## config.mk

```make
export PLATFORM = sky130hd
export DESIGN_NAME = binary_edge_extract_unit
export DESIGN_NICKNAME = d
export VERILOG_FILES = /design/src/rtl/bee_pkg.sv /design/src/rtl/bee_front.sv /design/src/rtl/bee_fifo.sv /design/src/rtl/bee_back.sv /design/src/rtl/binary_edge_extract_unit.sv
export SDC_FILE = /design/constraint.sdc
export NUM_CORES = 2
export LEC_CHECK = 0
export BUFFER_PORTS_ARGS = -buffer_cell sky130_fd_sc_hd__buf_2
export CORE_MARGIN = 4
export CORE_UTILIZATION = 25
export CTS_CLUSTER_DIAMETER = 40
export CTS_CLUSTER_SIZE = 14
export DETAILED_ROUTE_END_ITERATION = 8
export HOLD_SLACK_MARGIN = 0.06
export PLACE_DENSITY = 0.41
export SLEW_MARGIN = 10
export SYNTH_ARGS = -nofsm -noshare
export SYNTH_HDL_FRONTEND = slang
export SYNTH_SLANG_ARGS = --single-unit
```

## constraint.sdc

```tcl
create_clock -name clk_i -period 15 [get_ports clk_i]
set_input_delay 2.25 -clock clk_i [delete_from_list [all_inputs] [get_ports clk_i]]
set_output_delay 2.25 -clock clk_i [all_outputs]
set_load 0.02 [all_outputs]
```

## src/rtl/bee_pkg.sv

```systemverilog
// Package for the binary edge extraction unit.
// Holds the shared sizes, register index codes and the item record passed
// from the front end through the queue to the back end. No dependencies.
package bee_pkg;

  localparam int MaxWidth   = 1024;
  localparam int MaxHeight  = 1024;
  localparam int ColW       = $clog2(MaxWidth);
  localparam int RowW       = $clog2(MaxHeight);
  localparam int DimW       = 11;
  localparam int CmpW       = ((ColW > DimW) ? ColW : DimW) + 1;
  localparam int PixW       = 8;
  localparam int SumW       = PixW + 2;
  localparam int QueueDepth = 2;

  localparam logic [DimW-1:0] WidthReset     = DimW'(MaxWidth);
  localparam logic [DimW-1:0] HeightReset    = DimW'(MaxHeight);
  localparam logic [PixW-1:0] ThresholdReset = 8'd128;
  localparam logic [PixW-1:0] PixBlack       = 8'd0;
  localparam logic [PixW-1:0] PixWhite       = 8'd255;

  typedef enum logic [1:0] {
    REG_FRAME_WIDTH    = 2'd0,
    REG_FRAME_HEIGHT   = 2'd1,
    REG_DARK_THRESHOLD = 2'd2
  } bee_reg_e;

  // One classified pixel: its binary value, position and boundary flags.
  typedef struct packed {
    logic            cur;
    logic [ColW-1:0] x;
    logic [RowW-1:0] y;
    logic            has_prev;
    logic            interior;
    logic            last_row;
    logic            last_col;
    logic            first_col;
  } bee_item_t;

endpackage

```

## src/rtl/bee_front.sv

```systemverilog
// Front end of the binary edge extraction unit: configuration registers,
// pixel thresholding and raster position tracking. Depends on bee_pkg.
module bee_front import bee_pkg::*; (
  input  logic            clk_i,
  input  logic            rst_ni,
  input  logic            cfg_we_i,
  input  logic [1:0]      cfg_idx_i,
  input  logic [DimW-1:0] cfg_wdata_i,
  input  logic            in_valid_i,
  output logic            in_ready_o,
  input  logic [PixW-1:0] red_i,
  input  logic [PixW-1:0] green_i,
  input  logic [PixW-1:0] blue_i,
  input  logic            q_full_i,
  output logic            q_push_o,
  output bee_item_t       q_item_o
);

  logic [DimW-1:0] width_q, height_q;
  logic [PixW-1:0] thr_q;
  logic [ColW-1:0] col_q, col_d;
  logic [RowW-1:0] row_q, row_d;

  logic [DimW-1:0] w_c, h_c;
  logic [CmpW-1:0] w_x, h_x, c0, r0, c1, r1;
  logic [SumW-1:0] sum, thr3;
  logic            accept;

  always_ff @(posedge clk_i or negedge rst_ni) begin
    if (!rst_ni) begin
      width_q  <= WidthReset;
      height_q <= HeightReset;
      thr_q    <= ThresholdReset;
    end else if (cfg_we_i) begin
      unique case (bee_reg_e'(cfg_idx_i))
        REG_FRAME_WIDTH:    width_q  <= cfg_wdata_i;
        REG_FRAME_HEIGHT:   height_q <= cfg_wdata_i;
        REG_DARK_THRESHOLD: thr_q    <= cfg_wdata_i[PixW-1:0];
        default: ;
      endcase
    end
  end

  always_comb begin
    // Dimensions outside their range are clamped to one or to the maximum.
    w_c = width_q;
    if (width_q == '0) begin
      w_c = DimW'(1);
    end else if (width_q > DimW'(MaxWidth)) begin
      w_c = DimW'(MaxWidth);
    end
    h_c = height_q;
    if (height_q == '0) begin
      h_c = DimW'(1);
    end else if (height_q > DimW'(MaxHeight)) begin
      h_c = DimW'(MaxHeight);
    end
    w_x = CmpW'(w_c);
    h_x = CmpW'(h_c);

    // A counter left beyond a shrunken frame wraps before it is used.
    c0 = CmpW'(col_q);
    r0 = CmpW'(row_q);
    if (c0 >= w_x) begin
      c0 = '0;
      r0 = r0 + CmpW'(1);
    end
    if (r0 >= h_x) begin
      r0 = '0;
    end

    c1 = c0 + CmpW'(1);
    r1 = r0;
    if (c1 >= w_x) begin
      c1 = '0;
      r1 = r0 + CmpW'(1);
      if (r1 >= h_x) begin
        r1 = '0;
      end
    end
    col_d = c1[ColW-1:0];
    row_d = r1[RowW-1:0];

    sum  = SumW'(red_i) + SumW'(green_i) + SumW'(blue_i);
    thr3 = SumW'(thr_q) + {SumW'(thr_q) << 1};

    q_item_o.cur       = (sum < thr3);
    q_item_o.x         = c0[ColW-1:0];
    q_item_o.y         = r0[RowW-1:0];
    q_item_o.has_prev  = (r0 != '0);
    q_item_o.interior  = (c0 != '0) && ((c0 + CmpW'(1)) < w_x) && (r0 >= CmpW'(2));
    q_item_o.last_row  = ((r0 + CmpW'(1)) == h_x);
    q_item_o.last_col  = ((c0 + CmpW'(1)) == w_x);
    q_item_o.first_col = (c0 == '0);
  end

  assign in_ready_o = !q_full_i;
  assign accept     = in_valid_i && !q_full_i;
  assign q_push_o   = accept;

  always_ff @(posedge clk_i or negedge rst_ni) begin
    if (!rst_ni) begin
      col_q <= '0;
      row_q <= '0;
    end else if (accept) begin
      col_q <= col_d;
      row_q <= row_d;
    end
  end

endmodule

```

## src/rtl/bee_fifo.sv

```systemverilog
// Short queue of classified pixels between the front and back ends.
// Depends on bee_pkg for the item record and the queue depth.
module bee_fifo import bee_pkg::*; (
  input  logic      clk_i,
  input  logic      rst_ni,
  input  logic      push_i,
  input  bee_item_t item_i,
  output logic      full_o,
  input  logic      pop_i,
  output logic      empty_o,
  output bee_item_t item_o
);

  localparam int PtrW = (QueueDepth > 1) ? $clog2(QueueDepth) : 1;
  localparam int CntW = $clog2(QueueDepth + 1);

  bee_item_t       slot_q [QueueDepth];
  logic [PtrW-1:0] wr_q, rd_q;
  logic [CntW-1:0] cnt_q;

  assign full_o  = (cnt_q == CntW'(QueueDepth));
  assign empty_o = (cnt_q == '0);
  assign item_o  = slot_q[rd_q];

  always_ff @(posedge clk_i) begin
    if (push_i) begin
      slot_q[wr_q] <= item_i;
    end
  end

  always_ff @(posedge clk_i or negedge rst_ni) begin
    if (!rst_ni) begin
      wr_q  <= '0;
      rd_q  <= '0;
      cnt_q <= '0;
    end else begin
      if (push_i) begin
        wr_q <= (wr_q == PtrW'(QueueDepth - 1)) ? '0 : wr_q + PtrW'(1);
      end
      if (pop_i) begin
        rd_q <= (rd_q == PtrW'(QueueDepth - 1)) ? '0 : rd_q + PtrW'(1);
      end
      if (push_i && !pop_i) begin
        cnt_q <= cnt_q + CntW'(1);
      end else if (pop_i && !push_i) begin
        cnt_q <= cnt_q - CntW'(1);
      end
    end
  end

endmodule

```

## src/rtl/bee_back.sv

```systemverilog
// Back end of the binary edge extraction unit: the two line buffers, the
// neighborhood check and the output register. Depends on bee_pkg.
module bee_back import bee_pkg::*; (
  input  logic            clk_i,
  input  logic            rst_ni,
  input  logic            q_empty_i,
  input  bee_item_t       q_item_i,
  output logic            q_pop_o,
  output logic            out_valid_o,
  input  logic            out_ready_i,
  output logic [PixW-1:0] pixel_value_o,
  output logic [ColW-1:0] out_column_o,
  output logic [RowW-1:0] out_row_o,
  output logic            frame_done_o
);

  logic prev_mem [MaxWidth];
  logic sp_mem   [MaxWidth];

  bee_item_t       e_item_q;
  logic            e_valid_q, sent_q;
  logic [1:0]      left_q;
  logic            mid_raw_q, right_raw_q, up_raw_q;
  logic            fwd_mid_q, fwd_right_q, fwd_up_q, fcur_q, fmid_q;

  logic            out_valid_q, out_done_q;
  logic [PixW-1:0] out_pix_q;
  logic [ColW-1:0] out_col_q;
  logic [RowW-1:0] out_row_q;

  logic            mid_e, right_e, up_e, left_e, clear_e, res_e;
  logic            have_a, emit, is_last, out_slot, push, e_done, e_load;
  logic            res_dark;
  logic [ColW-1:0] x_next;
  logic [1:0]      left_base;

  always_comb begin
    // The item retiring in the same cycle has not yet reached the buffers.
    mid_e   = fwd_mid_q   ? fcur_q : mid_raw_q;
    right_e = fwd_right_q ? fcur_q : right_raw_q;
    up_e    = fwd_up_q    ? fmid_q : up_raw_q;
    left_e  = e_item_q.first_col ? 1'b0 : left_q[0];
    clear_e = e_item_q.interior & mid_e & left_e & right_e & up_e & e_item_q.cur;
    res_e   = mid_e & ~clear_e;

    // The result of the row above goes first, then the pixel's own in the last row.
    have_a   = e_item_q.has_prev & ~sent_q;
    emit     = have_a | e_item_q.last_row;
    is_last  = ~(have_a & e_item_q.last_row);
    out_slot = ~out_valid_q | out_ready_i;
    push     = e_valid_q & emit & out_slot;
    e_done   = e_valid_q & (~emit | (is_last & out_slot));
    e_load   = ~q_empty_i & (~e_valid_q | e_done);
    res_dark = have_a ? res_e : e_item_q.cur;

    x_next    = q_item_i.x + ColW'(1);
    left_base = e_item_q.first_col ? 2'b00 : left_q;
  end

  assign q_pop_o = e_load;

  always_ff @(posedge clk_i) begin
    if (e_load) begin
      mid_raw_q   <= prev_mem[q_item_i.x];
      right_raw_q <= prev_mem[x_next];
    end
    if (e_done) begin
      prev_mem[e_item_q.x] <= e_item_q.cur;
    end
  end

  always_ff @(posedge clk_i) begin
    if (e_load) begin
      up_raw_q <= sp_mem[q_item_i.x];
    end
    if (e_done && e_item_q.has_prev) begin
      sp_mem[e_item_q.x] <= mid_e;
    end
  end

  always_ff @(posedge clk_i) begin
    if (e_load) begin
      e_item_q    <= q_item_i;
      fwd_mid_q   <= e_valid_q && (e_item_q.x == q_item_i.x);
      fwd_right_q <= e_valid_q &&
                     ({1'b0, e_item_q.x} == ({1'b0, q_item_i.x} + (ColW + 1)'(1)));
      fwd_up_q    <= e_valid_q && e_item_q.has_prev && (e_item_q.x == q_item_i.x);
      fcur_q      <= e_item_q.cur;
      fmid_q      <= mid_e;
    end
    if (push) begin
      out_pix_q  <= res_dark ? PixBlack : PixWhite;
      out_col_q  <= e_item_q.x;
      out_row_q  <= have_a ? (e_item_q.y - RowW'(1)) : e_item_q.y;
      out_done_q <= ~have_a & e_item_q.last_col;
    end
  end

  always_ff @(posedge clk_i or negedge rst_ni) begin
    if (!rst_ni) begin
      e_valid_q   <= 1'b0;
      sent_q      <= 1'b0;
      left_q      <= '0;
      out_valid_q <= 1'b0;
    end else begin
      if (e_load) begin
        e_valid_q <= 1'b1;
      end else if (e_done) begin
        e_valid_q <= 1'b0;
      end
      if (e_done) begin
        sent_q <= 1'b0;
      end else if (push) begin
        sent_q <= 1'b1;
      end
      if (e_done) begin
        left_q <= e_item_q.has_prev ? {left_base[0], mid_e} : left_base;
      end
      if (push) begin
        out_valid_q <= 1'b1;
      end else if (out_ready_i) begin
        out_valid_q <= 1'b0;
      end
    end
  end

  assign out_valid_o   = out_valid_q;
  assign pixel_value_o = out_pix_q;
  assign out_column_o  = out_col_q;
  assign out_row_o     = out_row_q;
  assign frame_done_o  = out_done_q;

endmodule

```

## src/rtl/binary_edge_extract_unit.sv

```systemverilog
// Top level of the binary edge extraction unit.
// Instantiates bee_front, bee_fifo and bee_back; depends on bee_pkg.

// Takes RGB pixels in raster order, one transfer per clock while in_ready_o
// is high, thresholds each against the average of its channels and clears
// dark pixels whose four neighbors are all dark, so only region boundaries
// stay dark. The result for pixel (x, y-1) leaves when pixel (x, y) is taken;
// the first row gives no results unless it is also the last, and in the last
// row each pixel also gives its own result, with frame_done set on the frame's
// final one. Outside the last row the unit sustains one pixel per cycle while
// the output is not stalled; in the last row of a frame taller than one row
// each pixel yields two results over the single output port and holds the
// back end until both have left. A result is registered in turn in the queue
// slot, the line buffer read and the output register, and can stall at each.
// The line buffers need no clearing after reset. Write frame_width,
// frame_height and dark_threshold only while the unit is idle.
module binary_edge_extract_unit import bee_pkg::*; (
  input  logic            clk_i,
  input  logic            rst_ni,
  input  logic            cfg_we_i,
  input  logic [1:0]      cfg_idx_i,
  input  logic [DimW-1:0] cfg_wdata_i,
  input  logic            in_valid_i,
  output logic            in_ready_o,
  input  logic [PixW-1:0] red_i,
  input  logic [PixW-1:0] green_i,
  input  logic [PixW-1:0] blue_i,
  output logic            out_valid_o,
  input  logic            out_ready_i,
  output logic [PixW-1:0] pixel_value_o,
  output logic [ColW-1:0] out_column_o,
  output logic [RowW-1:0] out_row_o,
  output logic            frame_done_o
);

  bee_item_t push_item, pop_item;
  logic      q_push, q_full, q_pop, q_empty;

  bee_front u_front (
    .clk_i       (clk_i),
    .rst_ni      (rst_ni),
    .cfg_we_i    (cfg_we_i),
    .cfg_idx_i   (cfg_idx_i),
    .cfg_wdata_i (cfg_wdata_i),
    .in_valid_i  (in_valid_i),
    .in_ready_o  (in_ready_o),
    .red_i       (red_i),
    .green_i     (green_i),
    .blue_i      (blue_i),
    .q_full_i    (q_full),
    .q_push_o    (q_push),
    .q_item_o    (push_item)
  );

  bee_fifo u_fifo (
    .clk_i   (clk_i),
    .rst_ni  (rst_ni),
    .push_i  (q_push),
    .item_i  (push_item),
    .full_o  (q_full),
    .pop_i   (q_pop),
    .empty_o (q_empty),
    .item_o  (pop_item)
  );

  bee_back u_back (
    .clk_i         (clk_i),
    .rst_ni        (rst_ni),
    .q_empty_i     (q_empty),
    .q_item_i      (pop_item),
    .q_pop_o       (q_pop),
    .out_valid_o   (out_valid_o),
    .out_ready_i   (out_ready_i),
    .pixel_value_o (pixel_value_o),
    .out_column_o  (out_column_o),
    .out_row_o     (out_row_o),
    .frame_done_o  (frame_done_o)
  );

endmodule
```

==> Yosys cells after proc, flatten, opt, wreduce, memory -nomap -nowiden <==
Memory sizes are Yosys's and may differ from the RTL's. A register that Yosys moved wholly into a read port is not among the register bits.
Cells that the tools add are included.
{ "op_classes": {"addsub": 13, "n_lt_le_gt_ge": 9, "eq_ne": 7, "n_mux": 35, "bitwise": 26, "n_reduce_logical": 27} }
{ "op_table": {"columns": ["operator", "count"], "rows": [
  ["10-bit two-way mux", 5],
  ["11-bit two-way mux", 4],
  ["10-bit by 1-bit adder with 11-bit output (second input constant)", 3],
  ["12-bit by 11-bit >= comparator with 1-bit output", 2],
  ["12-bit two-way mux", 2],
  ["12-bit nonzero test", 2],
  ["11-bit greater-than comparator (second input constant)", 2],
  ["11-bit zero test", 2],
  ["1-bit two-way mux", 21],
  ["1-bit AND", 14],
  ["12-bit by 1-bit adder with 12-bit output (second input constant)", 1],
  ["12-bit by 11-bit equality test with 1-bit output", 1],
  ["12-bit by 2-bit >= comparator with 1-bit output (second input constant)", 1],
  ["12-bit zero test", 1],
  ["10-bit by 11-bit equality test with 1-bit output", 1],
  ["11-bit equality test", 1],
  ["10-bit by 11-bit >= comparator with 1-bit output", 1],
  ["11-bit >= comparator", 1],
  ["11-bit less-than comparator", 1],
  ["10-bit by 1-bit adder with 10-bit output (second input constant)", 1],
  ["10-bit by 8-bit adder with 10-bit output", 1],
  ["8-bit by 9-bit adder with 10-bit output", 1],
  ["10-bit equality test", 1],
  ["1-bit logical AND", 10],
  ["16 further kinds", 37]
]} }
{ "word_totals": {"ff_bits": 118, "ram_bits": 2100, "in_bits": 42, "output_inout_bits": 31, "elab_cells": 149, "n_memories": 3} }
{ "mem_list": {"columns": ["memory", "words", "word_bits", "read_ports", "rd_clocked_by_memory_dff", "wr", "line", "text"], "rows": [
  ["u_back.prev_mem", 1024, 1, 2, 2, 1, "bee_back.sv:17", "logic prev_mem [MaxWidth];"],
  ["u_back.sp_mem", 1024, 1, 1, 1, 1, "bee_back.sv:18", "logic sp_mem [MaxWidth];"],
  ["u_fifo.slot_q", 2, 26, 1, 0, 1, "bee_fifo.sv:17", "bee_item_t slot_q [QueueDepth];"]
]} }

==> Depth between registers and ports, before layout <==
{ "depth": {"ltp_word": 12, "mapped_depth": 34, "ltp_nobuf": 33} }

==> Hierarchy <==
From an unflattened synthesis, not the netlist that was laid out.
{ "unflattened": {"hier_cells": 7366, "area_unflattened_um2": 106653.5} }
{ "modules_own_cells": {"columns": ["module", "n_inst", "cells_per_inst", "area_per_inst_um2", "seq_area_each_um2"], "rows": [
  ["bee_back", 1, 6701, 99317.8, 63280.7],
  ["bee_front", 1, 568, 5172.5, 1255.0],
  ["bee_fifo", 1, 97, 2163.3, 1661.6]
]} }

==> Worst setup path after synthesis <==
No wires, ideal clock.
{ "synth_timing": {"kind": "reg-to-reg", "start": "reg u_back.e_item_q[25] (netlist name)", "end": "reg u_back.fcur_q (data pin)", "setup_time_ns": 2.679, "arrival_time_ns": 12.058, "required_time_ns": 12.321, "setup_slack_ns": 0.263, "path_stages_with_launch": 1, "n_path_buf": 0, "period_less_slack_ns": 14.737, "cell_sequence": "edfxtp_1"} }
{ "synth_lines": {"columns": ["item", "line", "text"], "rows": [
  ["start: declaration", "bee_back.sv:20", "bee_item_t e_item_q;"],
  ["start signal: assignment", "bee_back.sv:83", "e_item_q <= q_item_i;"],
  ["end signal: assignment", "bee_back.sv:88", "fcur_q <= e_item_q.cur;"],
  ["end: declaration", "bee_back.sv:24", "logic fwd_mid_q, fwd_right_q, fwd_up_q, fcur_q, fmid_q;"]
]} }
No word-level cell between the ends.

==> impl_metrics.py <==
metrics = {
    "timing": {
        "slew_violations": 0,
        "fin_skew_ns": 0.0372,
        "finalCriticalPeriod_ns": 7.84,
        "worst_pin_slew_ns": 1.31,
        "setup_tns_ns": 0,
        "rsz0062_at_grt": "false",
        "period_share": 0.523,
        "setup_viol": 0,
        "max_freq_ghz": 0.128,
        "relSlewSlack": 0.127,
        "final_hold_viol_count": 0,
    },
    "power_and_ir_drop": {
        "p_leak_nw": 42.0,
        "power_per_cell_area_mw_per_mm2": 231,
        "ir_drop_uv": 353,
    },
    "yosys": {
        "ys_ff_latch": 2214,
        "synthArstFlopShare": 0.0262,
        "synth_edf_count": 2156,
        "avgSynthCellArea_um2": 11.2,
        "netlist_instances": 9625,
        "synthesis.nets": 9756,
        "synth_flop_cell": "edfxtp_1",
        "synth_area_mm2": 0.108,
        "ys_warn_count": 0,
        "synth.yosys.seq_area_share": 0.614,
        "synth.distinct_cells": 77,
    },
    "final_layout": {
        "syn_to_final_growth_pct": 19.2,
        "final_util": 0.300,
        "nets": 9592,
        "stdcell_count": 15518,
        "drive_gt1_frac": 0.147,
    },
    "routing": {
        "vias": 80213,
        "wl_um": 428000,
        "drt_pre_antenna_iters": 8,
        "viasPerCell": 5.17,
        "drt_iter0_markers": 9539,
        "drt.antenna.violating_nets": 0,
        "drt-wirelength-per-cell_um": 27.6,
        "drc": 0,
    },
    "setup_path": {
        "cp_max_fo": 17,
        "setup.worst_path.class": "reg2reg",
        "critPathCaptureType": "register",
        "reg2reg_depth": 33,
        "crit_path_top_delay_cell": "nor3_1",
        "crit_path_start_kind": "register",
        "critPathRequiredTime_ns": 15.84,
        "slowest_delay_ns": 0.56,
        "arrival_ns": 8.68,
    },
    "placed_design": {
        "place_congestion": 0.810,
        "dp_hpwl_um": 228000,
        "place_inst": 14727,
        "port_buffers": 72,
    },
    "floorplan": {
        "die_area_mm2": 0.442,
        "ios": 73,
        "fp.dieH_um": 665,
        "initial_core_util": 0.252,
        "placementRows": 240,
        "coreArea_mm2": 0.429,
        "die_x_um": 665,
    },
    "clock_tree": {
        "cts-buffers-inserted": 419,
        "hold_buffers": 0,
        "cts_tree": "built",
        "post_cts_buffers": 0,
        "clk_latency_ns": 0.96,
        "cts_buffer_depth": 4,
        "cts-resized-gates": 0,
        "clockRootBuffer": "clkbuf_16",
        "path_clk_slew_ns": 0.06,
        "cts_max_level": 5,
        "cts_num_sinks": 2214,
    },
    "global_route": {
        "gr-total-overflow": 0,
        "grt_pass1_vias": 78378,
        "grt_max_degree": 279,
        "use_met2": 0.302,
        "grt_pass1_wl_um": 601000,
        "gr-usage-met3": 0.0280,
        "grtUsageTotal": 0.186,
        "use_met1": 0.256,
        "top_usage_layer": "met2",
        "antenna_found_initial": 25,
    },
    "min_path": {
        "min_path_type": "reg2reg",
        "holdPathStages": 1,
    },
    "outcome": {
        "status": "completed",
    },
    "job": {
        "maxCapViolCount": 0,
    },
}
## worst paths after layout
kind / start / endpoint / slack, ns
max: u_front.width_q[4] / u_front.row_q[0] / 7.16
min: u_fifo.wr_q / u_fifo.wr_q / 0.52
max reg2reg: u_front.width_q[4] / u_front.row_q[0] / 7.16
min reg2reg: u_fifo.wr_q / u_fifo.wr_q / 0.52
max in group asynchronous: rst_ni / u_fifo.rd_q / 12.84
min in group asynchronous: rst_ni / u_front.thr_q[2] / 1.49
## Yosys cell counts, types with 48 or more instances
master    number  area share
a21oi_1      162      0.0075
a31oi_1      178       0.010
and3_1        51      0.0030
buf_1         63      0.0022
buf_2        112      0.0052
clkbuf_1     675       0.023
dfrtp_1       55       0.013
edfxtp_1    2156        0.60
ha_1          86       0.010
inv_1         48      0.0017
mux2i_1      284       0.026
mux4_2       333       0.070
nand2_1     1679       0.058
nand3_1      827       0.038
nor2_1      2135       0.074
nor3_1        54      0.0025
o21ai_0       56      0.0026
o221ai_1      49      0.0040
xnor2_1       61      0.0050
## where the power goes
group          total [mW]  switching, mW  internal (mW)  leakage, nW
Combinational        11.7           8.30           3.42         14.9
Clock                9.61           3.39           6.22         6.93
Sequential           8.43          0.243           8.19         20.1
Total                29.8           11.9           17.8         42.0
## layout by cell type (no fill, tap or decap), types with 24 or more instances in the layout
master,synthesis,layout
xor2_1,25,24
clkbuf_1,675,53
ha_1,86,85
o221ai_1,49,49
buf_2,112,72
nor3_1,54,53
edfxtp_1,2156,2156
clkinv_2,0,82
a32oi_1,38,38
dfrtp_1,55,54
nor4_1,28,28
nand2_1,1679,1642
mux2i_1,284,280
buf_4,21,210
nand3_1,827,818
o21ai_0,56,54
xnor2_1,61,55
a31oi_1,178,178
nand2_4,0,30
nand4_1,28,28
inv_6,0,27
a21oi_1,162,161
a211oi_1,25,25
inv_1,48,44
clkbuf_16,0,425
mux4_2,333,333
mux2_2,47,46
clkinvlp_4,0,33
and3_1,51,51
nor2_1,2135,2125
clkinv_1,2,66
bufinv_16,0,59
## per-stage QoR
step / power, mW / cell area (um^2) / hold slack, ns / worst slack (ns)
finish: 29.8 / 129000 / 0.516 / 7.16
global placement: 20.2 / 114000 / 0.484 / 6.85
global route: 30.9 / 129000 / 0.548 / 6.39
floorplan: 16.1 / 108000 / 0.424 / 0.263
detailed placement: 20.2 / 114000 / 0.508 / 7.20
CTS: 29.9 / 129000 / 0.519 / 7.16
## layout make-up
cell class	instances	area (um^2)
antenna	7	17.5
tap	5687	7120
timing repair buffer	296	2220
clock inverter	303	3400
sequential	2214	66200
fill	43915	300000
multi-input combinational	6478	38600
inverter	52	220
clock buffer	481	10900
## state kept, by name, summed over array words and instances (netlist names), 2 cells and up
signal and count:
u_fifo.slot_q 52, u_fifo.cnt_q 2, u_back.prev_mem 1024, u_front.thr_q 8
u_back.e_item_q 26, u_front.width_q 11, u_back.sp_mem 1024, u_front.col_q 10
u_front.height_q 11, u_back.out_row_o 10, u_back.out_column_o 10, u_front.row_q 10
## cells by family after synthesis
logic type,count (synthesis),synth area share
flops,2214,0.614
mux,665,0.101
xor+xnor,86,0.00698
simple gates,4910,0.187
buf+inv,933,0.0351
fa+ha+maj,90,0.0106
compound gates,727,0.0461
## routing by layer
layer,routed length (um),vias to the layer above
li1,-,34285
met1,185000,41846
met2,199000,3383
met3,30200,693
met4,13300,6
met5,47,-
## critical path: cells and delay by family (launching register included)
| kind | cells | cell delay (ns) |
|---|---|---|
| AND/OR/NAND/NOR | 8 | 2.13 |
| flip-flops | 1 | 0.40 |
| multiplexers | 2 | 0.53 |
| buffers and inverters | 4 | 0.72 |
| adder cells (fa/ha/maj) | 4 | 1.08 |
| AO/OA/AOI/OAI | 15 | 2.90 |
Power figures use the tool's default switching activity.
